`src/sv/nci_pkg.sv`:
```
// shared types and constants for the normalized channel index block
// no dependencies
`timescale 1ns / 1ps
`default_nettype none
package nci_pkg;

  localparam int WINDOW_MAX_DEF = 64;
  localparam int PRICE_BITS_DEF = 24;

  localparam int LEN_BITS   = 7;
  localparam int SCALE_BITS = 10;
  localparam int CFG_BITS   = 10;

  localparam logic [LEN_BITS-1:0]   LEN_RESET   = 7'd20;
  localparam logic [SCALE_BITS-1:0] SCALE_RESET = 10'd200;

  localparam logic REG_WINDOW_LENGTH = 1'b0;
  localparam logic REG_SCALE_LIMIT   = 1'b1;

  // quotient bits of the final fraction
  localparam int QBITS = 15;
  localparam int OUT_BITS = 16;

  typedef struct packed {
    logic shift;
    logic rotate;
  } nci_cell_ctrl_t;

endpackage
`default_nettype wire

```
`src/sv/nci_div.sv`:
```
// restoring divider, one quotient bit per cycle, for a < b
// depends on nci_pkg
`timescale 1ns / 1ps
`default_nettype none
module nci_div #(
  parameter int BW = 52
) (
  input  wire                          clk,
  input  wire                          rst_n,
  input  wire                          start,
  input  wire  [BW-1:0]                a,
  input  wire  [BW-1:0]                b,
  output logic                         done,
  output logic [nci_pkg::QBITS-1:0]    q,
  output logic                         rem_nz
);

  localparam int CW = $clog2(nci_pkg::QBITS + 1);

  logic [BW-1:0]             rem_r, rem_nxt;
  logic [BW-1:0]             b_r;
  logic [nci_pkg::QBITS-1:0] q_r, q_nxt;
  logic [CW-1:0]             cnt_r, cnt_nxt;
  logic                      busy_r, busy_nxt;
  logic                      done_r, done_nxt;
  logic [BW:0]               rem2;

  always_comb begin
    rem_nxt  = rem_r;
    q_nxt    = q_r;
    cnt_nxt  = cnt_r;
    busy_nxt = busy_r;
    done_nxt = 1'b0;
    rem2     = {rem_r, 1'b0};
    if (start) begin
      rem_nxt  = a;
      q_nxt    = '0;
      cnt_nxt  = CW'(nci_pkg::QBITS);
      busy_nxt = 1'b1;
    end else if (busy_r) begin
      if (rem2 >= {1'b0, b_r}) begin
        rem_nxt = BW'(rem2 - {1'b0, b_r});
        q_nxt   = {q_r[nci_pkg::QBITS-2:0], 1'b1};
      end else begin
        rem_nxt = BW'(rem2);
        q_nxt   = {q_r[nci_pkg::QBITS-2:0], 1'b0};
      end
      cnt_nxt = cnt_r - 1'b1;
      if (cnt_r == CW'(1)) begin
        busy_nxt = 1'b0;
        done_nxt = 1'b1;
      end
    end
  end

  always_ff @(posedge clk) begin
    if (!rst_n) begin
      busy_r <= 1'b0;
      done_r <= 1'b0;
      cnt_r  <= '0;
    end else begin
      busy_r <= busy_nxt;
      done_r <= done_nxt;
      cnt_r  <= cnt_nxt;
    end
    rem_r <= rem_nxt;
    q_r   <= q_nxt;
    if (start) begin
      b_r <= b;
    end
  end

  assign done   = done_r;
  assign q      = q_r;
  assign rem_nz = (rem_r != '0);

endmodule
`default_nettype wire

```
`config.mk`:
```
export PLATFORM = sky130hd
export DESIGN_NAME = nci_div
export DESIGN_NICKNAME = d
export VERILOG_FILES = /design/src/sv/nci_pkg.sv /design/src/sv/nci_div.sv
export SDC_FILE = /design/constraint.sdc
export NUM_CORES = 1
export LEC_CHECK = 0
export ABC_AREA = 1
export BUFFER_PORTS_ARGS = -buffer_cell sky130_fd_sc_hd__buf_2
export CAP_MARGIN = 20
export CORE_AREA = 2 2 155 157
export DETAILED_ROUTE_END_ITERATION = 8
export DIE_AREA = 0 0 157 159
export SYNTH_ARGS = -nofsm -noshare
export SYNTH_HDL_FRONTEND = slang
export SYNTH_SLANG_ARGS = --single-unit
```
`constraint.sdc`:
```
create_clock -name clk -period 3.9 [get_ports clk]
set_clock_uncertainty 0.2 [all_clocks]
set_input_delay 0.39 -clock clk [delete_from_list [all_inputs] [get_ports clk]]
set_output_delay 0.39 -clock clk [all_outputs]
set_load 0.02 [all_outputs]
```
**Word-level counts from Yosys, hierarchy flattened**

Index checks and enable logic that the tools add are counted.

- Magnitude comparators: 1
- Reduce and logical (&&, ||, !) cells: 3
- Shift operators: 0
- Add/subtract/negate cells: 2
- Bitwise logic cells: 2
- Equality and inequality tests: 1
- Divide/modulo/power cells: 0
- Mux-type cells: 10
- $mul: 0

Operators by type and width:

| operator | number |
|---|---|
| $mux W52 | 3 |
| $ge A53 B52 Y1 | 1 |
| $reduce_bool A52 Y1 | 1 |
| $sub A52 B52 Y52 | 1 |
| $mux W4 | 2 |
| $mux W1 | 5 |
| $eq A4 B1 Y1 const B | 1 |
| $sub A4 B1 Y4 const B | 1 |
| $reduce_or A3 Y1 | 1 |
| $not A1 Y1 | 2 |
| $reduce_bool A2 Y1 | 1 |

- Memory bits (read-only): 0
- Bits in registers: 125
- Word-level logic and storage cells: 25
- Output and inout port bits: 17
- Bits in latches: 0
- Memories: 0
- Bits in writable memories: 0
- Input bits: 107

**Longest topological paths before layout**

- Depth in word-level cells: 4
- Depth in mapped cells: 17
- Gate-level depth less buffers: 16

**Worst setup path before layout**

No wires, ideal clock.

- Kind: in2reg
- Start: input start
- End: register rem_r[0] (enable)
- Setup slack: 1.058 ns
- Path buffers: 1
- Stages on the path: 3
- Data arrival time: 2.205 ns
- Required time: 3.263 ns
- Library setup time: 0.437 ns
- Cells stage by stage: nor2_1 -> inv_1 -> buf_1

- Longest elaborated chain between the ends: 1

Ends and longest elaborated chain:

| item | RTL line | source |
|---|---|---|
| start: declaration | nci_div.sv:10 | `input wire start,` |
| $reduce_bool A2 Y1 (no line) | n/a |  |
| end signal: assignment | nci_div.sv:66 | `rem_r <= rem_nxt;` |
| end: declaration | nci_div.sv:20 | `logic [BW-1:0] rem_r, rem_nxt;` |

Every way passes these cells.
A chain may end at the register's enable or synchronous reset.

**Worst setup path after layout**

- Start: register rem_r[2]
- End: register rem_r[49], data pin

- Longest elaborated chain between the ends: 4
- Elaborated cells between the ends (all ways): 5
- Classes of those cells: add/sub: 1; order compare: 1; mux: 3

Ends and longest elaborated chain:

| item | RTL line | source |
|---|---|---|
| $sub A52 B52 Y52 or $ge A53 B52 Y1 (tied branches) | nci_div.sv:42, nci_div.sv:41 |  |
| $mux W52 * | nci_div.sv:41 | `if (rem2 >= {1'b0, b_r}) begin` |
| $mux W52 * | nci_div.sv:40 | `end else if (busy_r) begin` |
| $mux W52 * | nci_div.sv:35 | `if (start) begin` |
| named net rem_nxt[49] | nci_div.sv:20 |  |

The timed path passes the listed nets; every way through them passes the cells marked *. The select of a mux whose other input is x is not followed.

==> metrics.md <==
| Metric | Value |
|---|---|
| Tot GR Track Use | 25.2% |
| Synthesized area | 0.0103 mm2 |
| Worst path cell trace | ha_1 > nand2_1 > nor2_1 > nand2_1 > nand3_1 > nand2_1 > nand3_1 > nand2_4 > buf_4 > nand4_1 > nand2_1 > inv_1 > nand2_1 > nand2_1 |
| Yosys warns | 0 |
| CP max stage cell | buf_4 |
| Largest net degree at the start of global routing | 58 |
| Mux share of post-synthesis cell area | 0% |
| Max-slew violation count | 0 |
| R2r setup slk | 0.66 ns |
| Initial Util | 44.3% |
| Final hold slack | 0.00899 ns |
| Worst min path class | primary input to flop |
| Post-synthesis instance total | 1565 |
| Antenna diodes | 0 |
| Core Rows | 56 |
| Largest family of logic cells by synthesized area | simple AND/OR/NAND/NOR gates |
| Gpl congestion | 0.988 |
| PortBufs | 123 |
| Cell taking the most area after synthesis | edfxtp_1 |
| Number of enable flip-flop cells after synthesis | 104 |
| Final Cycle Share | 83.1% |
| Worst Tran Pin Value | 1.07 ns |
| # clock sinks | 125 |
| Synth top area share | 30.4% |
| Final core utilization | 53.3% |
| Final hold vios | 0 |
| Most frequent cell after synthesis | nand2_1 |
| DRC viols | 0 |
| Chip width | 157 um |
| Worst setup SP type | flop |
| TritonCTS clock tree | yes |
| Skew-Pair Late Insertion Delay | 0.45 ns |
| Vias/cell | 4.78 |
| Detail Route Antenna Nets | 0 |
| Required time of the critical path | 3.89 ns |
| Root Buffer | clkbuf_16 |
| Worst hold path cell count | 3 |
| Synth Area in Adders | 6.76% |
| Final setup violating endpoints | 0 |
| Leak pwr | 0.00665 uW |
| P&R area growth vs syn | 20.3% |
| Post-route setup TNS | 0 ns |
| Post-synth ARST share | 0% |
| P per Cell Area | 507 mW/mm2 |
| Simple-gate share of the synthesized area | 36.5% |
| Fillers | 2444 |
| # H-tree levels | 4 |
| Hold path start | a[17] |
| DP HPWL | 24300 um |
| Layout cells sized above 1 | 11.9% |
| VDD IR max | 0.000224 V |
| CTS Buf Count | 17 |
| Hold EP | rem_r[17] |
| Stages on worst setup path | 14 |
| Drt total wl | 30700 um |
| Clk buf depth | 2 |
| Core area | 0.0232 mm2 |
| Worst path max stage delay | 0.42 ns |
| Bufs and invs on worst path | 2 |
| Synth cell types | 46 |
| Die Y | 159 um |
| Post-synthesis register bit count | 125 |
| Area fraction in compound gates after synthesis | 5.24% |
| Worst slack, placed | 0.791 ns |
| Rel. slew slack | 28.6% |
| Top FF cell, synth | edfxtp_1 |
| Global-route wire length before repair | 49000 um |
| Crit path DAT | 3.24 ns |
| CP Capture Type | flop |
| Sequential share of the synthesized area | 34.5% |
| Final min period | 3.24 ns |
| Layout Nets | 1903 |
| Critical path class | flop to flop |
| Post-CTS setup buffers | 0 |
| Die area | 0.0250 mm2 |
| Crit Path Max Fanout | 36 |
| First drt pass iteration count | 6 |
| Worst Slack Setup Final | 0.658 ns |
| I/O Pins | 124 |
| DR vias | 9916 |
| Unrepaired setup endpoints after global routing | no |
| Worst path most repeated cell | nand2_1 |
| Top delay family on crit path | simple AND/OR/NAND/NOR gates |
| Antenna violations before repair | 0 |
| Syn_nets | 1727 |
| Drt initial violations | 683 |
| RR Startpoint | rem_r[2] |
| Synth Area in XOR/XNOR | 2.38% |
| F_max | 308 MHz |
| Aggregate global routing overflow | 0 |
| Top area cells in the synthesized netlist | edfxtp_1 30%, nand2_1 21%, inv_1 13% |
| R2r worst-path depth | 14 |
| Number of global-route vias before repair | 9573 |
| Status | completed |
| Synth top cells by count | 570 x nand2_1, 350 x inv_1, 104 x edfxtp_1 |
| Average size of a mapped cell | 6.57 um2 |
| R2R Path End | rem_r[49] |
| Wirelength per Cell | 14.8 um |
| Reg clk slew, reported paths | 0.08 ns |
| Total of max-cap violations | 0 |
[per-layer routing]
| metal | GRT usage, % | routed length (um) |
|---|---|---|
| met5 | 0 | 0 |
| met4 | 7.88 | 727 |
| met3 | 3.78 | 1550 |
| met2 | 39.8 | 13500 |
| met1 | 35.5 | 14900 |
[worst reg2reg max path, delay by kind of cell, from the launching register on]
family,cells,cell delay (ns)
AND/OR/NAND/NOR,11,1.54
buffers and inverters,2,0.47
flip-flops,1,0.40
adder cells (fa/ha/maj),1,0.38
[what timing repair did]
item | 4_1_cts | 5_1_grt
gates resized for setup | 0 | 0
hold buffers | 52 | 0
hold endpoints to repair | 52 | 0
[how the worst max path moves through the flow]
stage | endpoint | start
5_1_grt | rem_r[49] | rem_r[2]
6_report | rem_r[49] | rem_r[2]
3_3_place_gp | rem_r[49] | rem_r[2]
2_1_floorplan | rem_r[0] | start
3_5_place_dp | rem_r[49] | rem_r[2]
4_1_cts | rem_nz | rem_r[31]
[power by group]
group	switching, uW	internal [uW]	leakage, uW
clock network	764	902	0.000302
registers	117	1680	0.00121
logic	1830	975	0.00514
[sequential cells by signal, summed over array words and instances, names as in the netlist]
name / count
rem_r: 52
done: 1
q: 15
busy_r: 1
cnt_r: 4
b_r: 52
[final cells by class]
class | count | area, um2 | area share, %
timing repair buffer | 186 | 1230 | 9.97
sequential | 125 | 3540 | 28.6
tap | 319 | 399 | 3.23
inverter | 360 | 1350 | 10.9
clock buffer | 18 | 450 | 3.64
clock inverter | 14 | 160 | 1.29
multi-input combinational | 1051 | 5230 | 42.3
[stage by stage]
step | area [um2] | total power [uW] | std cells
after floorplan | 10300 | 3850 | 1565
after global routing | 12400 | 6770 | 2073
after global placement | 11200 | 4550 | 1989
final | 12400 | 6280 | 2073
after CTS | 12400 | 6300 | 2073
after detailed placement | 11200 | 4570 | 1989
[cells in the final DEF (no fill, tap or decap), drive strengths merged]
cell type	instances
o21bai	7
or4	1
clkinv	6
a21o	2
o21ai	30
inv	368
a31oi	5
nor4	7
o21a	1
and2	3
fa	1
nand2	575
buf	134
clkbuf	18
nand4	48
nor3	19
nand3	100
xor2	13
ha	54
a221oi	1
dlygate4sd3	52
nor2	113
o211ai	1
or2	2
nand3b	6
edfxtp	104
dfxtp	21
xnor2	15
o22ai	13
a21oi	34
[cells by family (layout without fill, tap and decap cells)]
kind of cell / Yosys count / in the layout
adder cells (fa/ha/maj): 55 / 55
AO/OA/AOI/OAI: 94 / 94
buffers and inverters: 389 / 578
XOR/XNOR: 28 / 28
flip-flops: 125 / 125
AND/OR/NAND/NOR: 874 / 874
Power figures use the tool's default switching activity.
