<file path="src/sv/nci_pkg.sv">
// shared types and constants for the normalized channel index block
// no dependencies
`timescale 1ns / 1ps
`default_nettype none
package nci_pkg;

  localparam int WINDOW_MAX_DEF = 64;
  localparam int PRICE_BITS_DEF = 24;

  localparam int LEN_BITS   = 7;
  localparam int SCALE_BITS = 10;
  localparam int CFG_BITS   = 10;

  localparam logic [LEN_BITS-1:0]   LEN_RESET   = 7'd20;
  localparam logic [SCALE_BITS-1:0] SCALE_RESET = 10'd200;

  localparam logic REG_WINDOW_LENGTH = 1'b0;
  localparam logic REG_SCALE_LIMIT   = 1'b1;

  // quotient bits of the final fraction
  localparam int QBITS = 15;
  localparam int OUT_BITS = 16;

  typedef struct packed {
    logic shift;
    logic rotate;
  } nci_cell_ctrl_t;

endpackage
`default_nettype wire

</file>
<file path="src/sv/nci_cell.sv">
// one window cell: holds a typical-price sum, shifts in or rotates
// depends on nci_pkg
`timescale 1ns / 1ps
`default_nettype none
module nci_cell #(
  parameter int W = 26
) (
  input  wire                        clk,
  input  wire nci_pkg::nci_cell_ctrl_t ctrl,
  input  wire                        is_last,
  input  wire  [W-1:0]               left_i,
  input  wire  [W-1:0]               right_i,
  input  wire  [W-1:0]               head_i,
  output logic [W-1:0]               q_o
);

  logic [W-1:0] val_r;
  logic [W-1:0] val_nxt;

  always_comb begin
    val_nxt = val_r;
    if (ctrl.shift) begin
      val_nxt = left_i;
    end else if (ctrl.rotate) begin
      val_nxt = is_last ? head_i : right_i;
    end
  end

  always_ff @(posedge clk) begin
    val_r <= val_nxt;
  end

  assign q_o = val_r;

endmodule
`default_nettype wire

</file>
<file path="config.mk">
export PLATFORM = sky130hd
export DESIGN_NAME = nci_cell
export DESIGN_NICKNAME = d
export VERILOG_FILES = /design/src/sv/nci_pkg.sv /design/src/sv/nci_cell.sv
export SDC_FILE = /design/constraint.sdc
export NUM_CORES = 1
export LEC_CHECK = 0
export ABC_CLOCK_PERIOD_IN_PS = 3900
export BUFFER_PORTS_ARGS = -buffer_cell sky130_fd_sc_hd__buf_2
export CAP_MARGIN = 20
export CORE_MARGIN = 2
export CORE_UTILIZATION = 42
export DETAILED_ROUTE_END_ITERATION = 8
export PLACE_DENSITY = 0.85
export SLEW_MARGIN = 20
export SYNTH_ARGS = -nofsm -noshare
export SYNTH_HDL_FRONTEND = slang
export SYNTH_SLANG_ARGS = --single-unit
</file>
<file path="constraint.sdc">
create_clock -name clk -period 3.9 [get_ports clk]
set_input_delay 0.975 -clock clk [delete_from_list [all_inputs] [get_ports clk]]
set_output_delay 0.975 -clock clk [all_outputs]
set_load 0.01 [all_outputs]
</file>
---- Word level (Yosys, flattened, before mapping) ----
Cells that the tools add are included.
operators by class
  muxes and demuxes ....................... 3
  reductions and logical operators ........ 1
operator list
  cell                count
  26-bit 2-to-1 mux   3
  2-bit nonzero test  1
storage, ports and cells
  register bits after elaboration ......... 26
  input bits .............................. 82
  output and inout port bits .............. 26
  logic and storage cells ................. 5

---- Depth between registers and ports, before layout ----
Gate-level depths: netlist of the first run.
  word-level depth ........................ 3
  mapped depth ............................ 4

---- Worst setup path after synthesis of the first run ----
No wires, ideal clock.
  path type ............................... input -> register
  from .................................... in ctrl[1] (netlist name)
  to ...................................... reg val_r[0], in the netlist q_o[0], enable pin
  setup time .............................. 315 ps
  arrival time ............................ 1,587 ps
  required time ........................... 3,585 ps
  slack ................................... 1,998 ps
  cell stages on the path ................. 2
  cell sequence ........................... buf_4 > or2_2
between the ends
  word-level cells in the longest chain between the ends .. 1
ends and longest elaborated chain
  item                                 RTL line        source
  from (decl)                          nci_cell.sv:9   input wire nci_pkg::nci_cell_ctrl_t ctrl,
  2-bit nonzero test (no source line)  n/a
  to (signal assigned)                 nci_cell.sv:30  val_r <= val_nxt;
  to (decl)                            nci_cell.sv:17  logic [W-1:0] val_r;
No other way between the ends.
A chain may end at the register's enable or synchronous reset.

---- Final worst setup path of the first run ----
  from .................................... in ctrl[1] (netlist name)
  to ...................................... reg val_r[10], in the netlist q_o[10], enable pin
The elaborated chain is that of the path after synthesis.

==> impl_results.md, run 1 <==
- Core area: 3080 µm²
- Post_cts resized: 0
- Async SR Flop Fraction: 0%
- Synth warnings: 0
- #FFs+latches synth: 26
- First-pass GRT wire length: 4530 µm
- Post-synthesis compound-gate area fraction: 9.85%
- Crit path buf inv count: 2
- Via density: 4.64
- TritonCTS clock tree: yes
- Cts hold-fix bufs: 0
- Most frequent cells after synthesis: 26 x edfxtp_1, 26 x mux2i_1, 26 x nand2_1
- Hold Path Depth: 3
- Post-Synthesis Cell Area: 1360 µm²
- Crit path max fanout: 53
- CTS Buf Count: 3
- Die Y: 60.9 µm
- Post-Route WL: 3060 µm
- Drc violations: 0
- Mapped Cells: 114
- Period utilization: 53.1%
- ANT nets after route: 0
- CP endpoint kind: flip-flop
- Antenna Cells: 0
- Share of cells above drive strength 1: 52.3%
- IO buf count: 107
- Root buffer cell: clkbuf_4
- Vias in the first global route: 1,143
- WL per Instance: 11.8 µm
- Top_reg_cell synth: edfxtp_1
- Fmax achieved: 483 MHz
- Power per Cell Area: 317 nW/µm²
- DR pass1 iterations: 4
- Crit-path cells: buf_2 -> buf_4 -> or2_2
- Slowest stage delay, CP: 0.58 ns
- Mux cell area share after synthesis: 19.2%
- Area of the multi-input gates: 498 µm²
- Min-delay src: left_i[25]
- Register area: 781 µm²
- Status: finished clean
- Clock tree buffer depth: 2
- H-tree lvl count: 1
- RSZ-0062 raised after global routing: no
- Non-Filler Instances: 260
- Largest family of logic cells by synthesized area: multiplexers
- CTS sink cnt: 26
- Minimum clock period: 2.07 ns
- Worst EP arrival: 2.03 ns
- Adder-Cell Fraction of Synth Area: 0%
- # rows: 20
- Fin. max-slew vios: 0
- Worst Tran Pin Value: 0.750 ns
- Worst slew margin: 50.0%
- Ports: 108
- Largest net degree at the start of global routing: 54
- Kind of cell adding the most delay to the critical path: simple AND/OR/NAND/NOR gates
- Initial Util: 44.1%
- Peak supply drop: 0.148 mV
- Synth area leaders: edfxtp_1 57%, mux2i_1 19%, nand2_1 7.2%, o21ai_1 7.0%, buf_12 2.9%
- Post-synth top area share: 57.5%
- Final HPWL DP: 2410 µm
- TNS Setup: 0 ns
- Crit start category: input pin
- Setup bufs post-CTS: 0
- Placed Cells: 257
- Drt initial violations: 37
- Type of the tightest min-delay check: input pin to flip-flop
- Synth Area in XOR/XNOR: 0%
- Nets: 300
- Slowest CP cell: or2_2
- Die outline width: 60.9 µm
- Fillers: 270
- Area leader, netlist: edfxtp_1
- Hold Fails Final Rpt: 0
- Gr ovfl total: 0
- Initial antenna violation count: 0
- Worst EP required: 3.86 ns
- Hold EP: q_o[25]
- Max reg flops: 26
- DIE AREA: 3710 µm²
- Leakage Power: 0.959 nW
- GPL Wtd Cong: 0.731
- Synth-to-layout area growth: 39.8%
- Final setup viols: 0
- Seq/Total Area, Yosys: 57.5%
- Synth Net Count: 196
- Synth Area in Simple Gates: 7.64%
- Netlist cell types: 12
- Syn avg cell area: 11.9 µm²
- Post-synth EDFFs: 26
- Vias: 1,206
- MaxCap Viol Count: 0
- Clk pin slew, worst setup/hold paths: 0.13 ns
- Critical path class: input pin to flip-flop
- GRT Total Usage: 16.8%
==> kinds of logic (layout without fill, tap and decap cells) <==
group,count (synthesis),count (layout)
multiplexers,26,26
flip-flops,26,26
buffers and inverters,9,111
AND/OR/NAND/NOR,27,27
AO/OA/AOI/OAI,26,26
==> final cells by class <==
type	instances	area share, %
Sequential cell	26	41.1
Clock buffer	3	1.19
Multi-Input combinational cell	79	26.2
Tap cell	44	2.90
Timing Repair Buffer	108	28.6
==> cells in the final DEF (no fill, tap or decap) <==
cell | Yosys | routed
nand2_1 | 26 | 26
buf_4 | 1 | 1
o21ai_1 | 19 | 19
buf_2 | 2 | 107
mux2i_1 | 26 | 26
clkbuf_4 | 0 | 3
or2_2 | 1 | 1
o21ai_0 | 6 | 6
edfxtp_1 | 26 | 26
o21ai_2 | 1 | 1
==> where the power goes <==
group | switching [mW] | internal [mW]
registers | 0.00719 | 0.345
logic | 0.0718 | 0.0714
clock network | 0.0705 | 0.0361
==> worst max-delay path by stage <==
stage               slack (ns)  cells past startpoint  startpoint  endpoint
floorplan                 2.00                      2     ctrl[1]    q_o[0]
global placement          1.51                      3     ctrl[1]   q_o[15]
detailed placement        1.48                      3     ctrl[1]   q_o[19]
CTS                       1.83                      3     ctrl[1]   q_o[21]
global route              1.73                      3     ctrl[1]   q_o[23]
finish                    1.83                      3     ctrl[1]   q_o[10]
==> per-layer routing <==
| metal | track usage, % | up-vias | wire (µm) |
|---|---|---|---|
| met5 | 0 | - | 0 |
| met4 | 9.94 | 0 | 67 |
| met3 | 2.56 | 6 | 300 |
| met2 | 35.3 | 65 | 1610 |
| met1 | 14.0 | 518 | 1090 |
| li1 | - | 617 | - |
==> metrics by stage <==
step / setup slack (ns) / hold slack [ns] / util, % / area, µm² / total power [mW]
final: 1.83 / 0.933 / 61.7 / 1900 / 0.602
after detailed placement: 1.48 / 1.26 / 61.0 / 1880 / 0.505
after global placement: 1.51 / 1.25 / 61.0 / 1880 / 0.500
after CTS: 1.83 / 0.925 / 61.7 / 1900 / 0.611
after global routing: 1.73 / 0.937 / 61.7 / 1900 / 0.636
after floorplan: 2.00 / 1.17 / - / 1360 / 0.433
(Power assumes the default switching activity.)
==> run 2, diff against run 1 <==
--- a/config.mk
+++ b/config.mk
@@ -5,13 +5,13 @@
 export SDC_FILE = /design/constraint.sdc
 export NUM_CORES = 1
 export LEC_CHECK = 0
-export ABC_CLOCK_PERIOD_IN_PS = 3900
+export ABC_CLOCK_PERIOD_IN_PS = 1800
 export BUFFER_PORTS_ARGS = -buffer_cell sky130_fd_sc_hd__buf_2
 export CAP_MARGIN = 20
 export CORE_MARGIN = 2
-export CORE_UTILIZATION = 42
+export CORE_UTILIZATION = 35
 export DETAILED_ROUTE_END_ITERATION = 8
-export PLACE_DENSITY = 0.85
+export PLACE_DENSITY = 0.76
 export SLEW_MARGIN = 20
 export SYNTH_ARGS = -nofsm -noshare
 export SYNTH_HDL_FRONTEND = slang
==> constraint.sdc (replaced) <==
create_clock -name clk -period 1.8 [get_ports clk]
set_input_delay 0.45 -clock clk [delete_from_list [all_inputs] [get_ports clk]]
set_output_delay 0.45 -clock clk [all_outputs]
set_load 0.01 [all_outputs]
==> run 2 against run 1 <==
Die area rose by 19%. Sequential power rose by 120%. First-iteration DRC count fell by 35%. Final cell count rose by 1.9%. Sequential share of layout area fell by 0.93 points. Sequential cell count did not move.
==> impl_results.md, run 2 (synthesis results as in run 1) <==
- CP endpoint kind: output port (was flip-flop)
- WL per Instance: 11.7 µm (was 11.8 µm)
- Vias in the first global route: 1,115 (was 1,143)
- Drt initial violations: 24 (was 37)
- Post-Route WL: 3090 µm (was 3060 µm)
- Crit path max fanout: 1 (was 53)
- DIE AREA: 4400 µm² (was 3710 µm²)
- GRT Total Usage: 15.3% (was 16.8%)
- Clk pin slew, worst setup/hold paths: 0.08 ns (was 0.13 ns)
- Period utilization: 68.8%
- Cts hold-fix bufs: 0 (unchanged)
- Leakage Power: 0.977 nW (was 0.959 nW)
- Fmax achieved: 808 MHz
- First-pass GRT wire length: 4900 µm (was 4530 µm)
- Power per Cell Area: 718 nW/µm² (was 317 nW/µm²)
- Synth-to-layout area growth: 43.0% (was 39.8%)
- Slowest stage delay, CP: 0.38 ns (was 0.58 ns)
- Crit-path cells: buf_2 (was buf_2 -> buf_4 -> or2_2)
- Share of cells above drive strength 1: 52.5% (was 52.3%)
- TNS Setup: 0 ns (unchanged)
- IO buf count: 107 (unchanged)
- Non-Filler Instances: 265 (was 260)
- Placed Cells: 262 (was 257)
- Most common cell after layout, fill and taps aside: buf_2 (unchanged)
- Vias: 1,182 (was 1,206)
- TritonCTS clock tree: yes (unchanged)
- Worst EP arrival: 0.79 ns (was 2.03 ns)
- Clock tree buffer depth: 2 (unchanged)
- Ports: 108 (unchanged)
- Min Hold Slack: 0.461 ns (was 0.933 ns)
- Kind of cell adding the most delay to the critical path: flip-flops (was simple AND/OR/NAND/NOR gates)
- MaxCap Viol Count: 0 (unchanged)
- Root buffer cell: clkbuf_8 (was clkbuf_4)
- Placed Area: 1900 µm² (was 1880 µm²)
- Final Util: 52.7% (was 61.7%)
- Peak supply drop: 0.641 mV (was 0.148 mV)
- RSZ-0062 raised after global routing: no (unchanged)
- Core area: 3690 µm² (was 3080 µm²)
- Final instance area: 1940 µm² (was 1900 µm²)
- Setup bufs post-CTS: 0 (unchanged)
- Minimum clock period: 1.24 ns
- ANT nets after route: 0 (unchanged)
- Slowest CP cell: edfxtp_1 (was or2_2)
- Die outline width: 66.3 µm (was 60.9 µm)
- Fin. max-slew vios: 0 (unchanged)
- Post_cts resized: 0 (unchanged)
- Drc violations: 0 (unchanged)
- Hold Path Depth: 3 (unchanged)
- Antenna Cells: 0 (unchanged)
- Status: finished clean (unchanged)
- # rows: 22 (was 20)
- Worst EP required: 1.35 ns (was 3.86 ns)
- DR pass1 iterations: 4 (unchanged)
- Gr ovfl total: 0 (unchanged)
- Largest net degree at the start of global routing: 53 (was 54)
- CTS sink cnt: 26 (unchanged)
- Type of the tightest min-delay check: input pin to flip-flop (unchanged)
- Hold Fails Final Rpt: 0 (unchanged)
- Nets: 301 (was 300)
- Crit start category: flip-flop (was input pin)
- CTS Buf Count: 3 (unchanged)
- GPL Wtd Cong: 0.768 (was 0.731)
- Crit path buf inv count: 1 (was 2)
- Critical path depth in cells: 1 (was 3)
- Max reg flops: 26 (unchanged)
- Worst Tran Pin Value: 0.593 ns (was 0.750 ns)
- Via density: 4.46 (was 4.64)
- Initial Util: 36.8% (was 44.1%)
- Die Y: 66.3 µm (was 60.9 µm)
- Worst slew margin: 60.5% (was 50.0%)
- Initial antenna violation count: 0 (unchanged)
- H-tree lvl count: 1 (unchanged)
- Critical path class: flip-flop to output port (was input pin to flip-flop)
- Final setup viols: 0 (unchanged)
- Most frequent cells in the layout: 107 x buf_2, 26 x mux2i_1, 26 x nand2_1, 26 x edfxtp_1, 19 x o21ai_1 (unchanged)
## run 2: cell types whose count changed in the layout (fill, tap and decap cells not counted), sizes merged
cell / delta
buf: +1
## run 2: worst paths after layout
path | slack [ns] | start | to
max | 0.56 | q_o[23] | q_o[23]
min | 0.46 | left_i[10] | q_o[10]
## run 2: routing by layer
| metal | routed length [µm] | part of all wire [%] | track usage (%) |
|---|---|---|---|
| met5 | 0 | 0 | 0 |
| met4 | 70 | 2.3 | 7.14 |
| met3 | 386 | 12 | 6.81 |
| met2 | 1580 | 51 | 27.9 |
| met1 | 1050 | 34 | 14.5 |
## run 2: layout make-up
class | instances | area, µm²
Timing Repair Buffer | 109 | 563
Tap cell | 48 | 60.1
Clock buffer | 3 | 41.3
Sequential cell | 26 | 781
Multi-Input combinational cell | 79 | 498
Fill cell | 373 | 1750
## run 2: report_power, final
group / total, mW / leakage [nW] / switching [mW] / internal, mW
registers: 0.762 / 0.268 / 0.0136 / 0.748
logic: 0.317 / 0.687 / 0.159 / 0.159
clock network: 0.316 / 0.0216 / 0.166 / 0.150
total: 1.39 / 0.977 / 0.338 / 1.06
## run 2: per-stage QoR
| stage | power, mW | setup slack, ns |
|---|---|---|
| after floorplan | 0.938 | 0.423 |
| after global placement | 1.09 | 0.366 |
| after detailed placement | 1.10 | 0.353 |
| after CTS | 1.41 | 0.543 |
| after global routing | 1.47 | 0.516 |
| final | 1.39 | 0.562 |
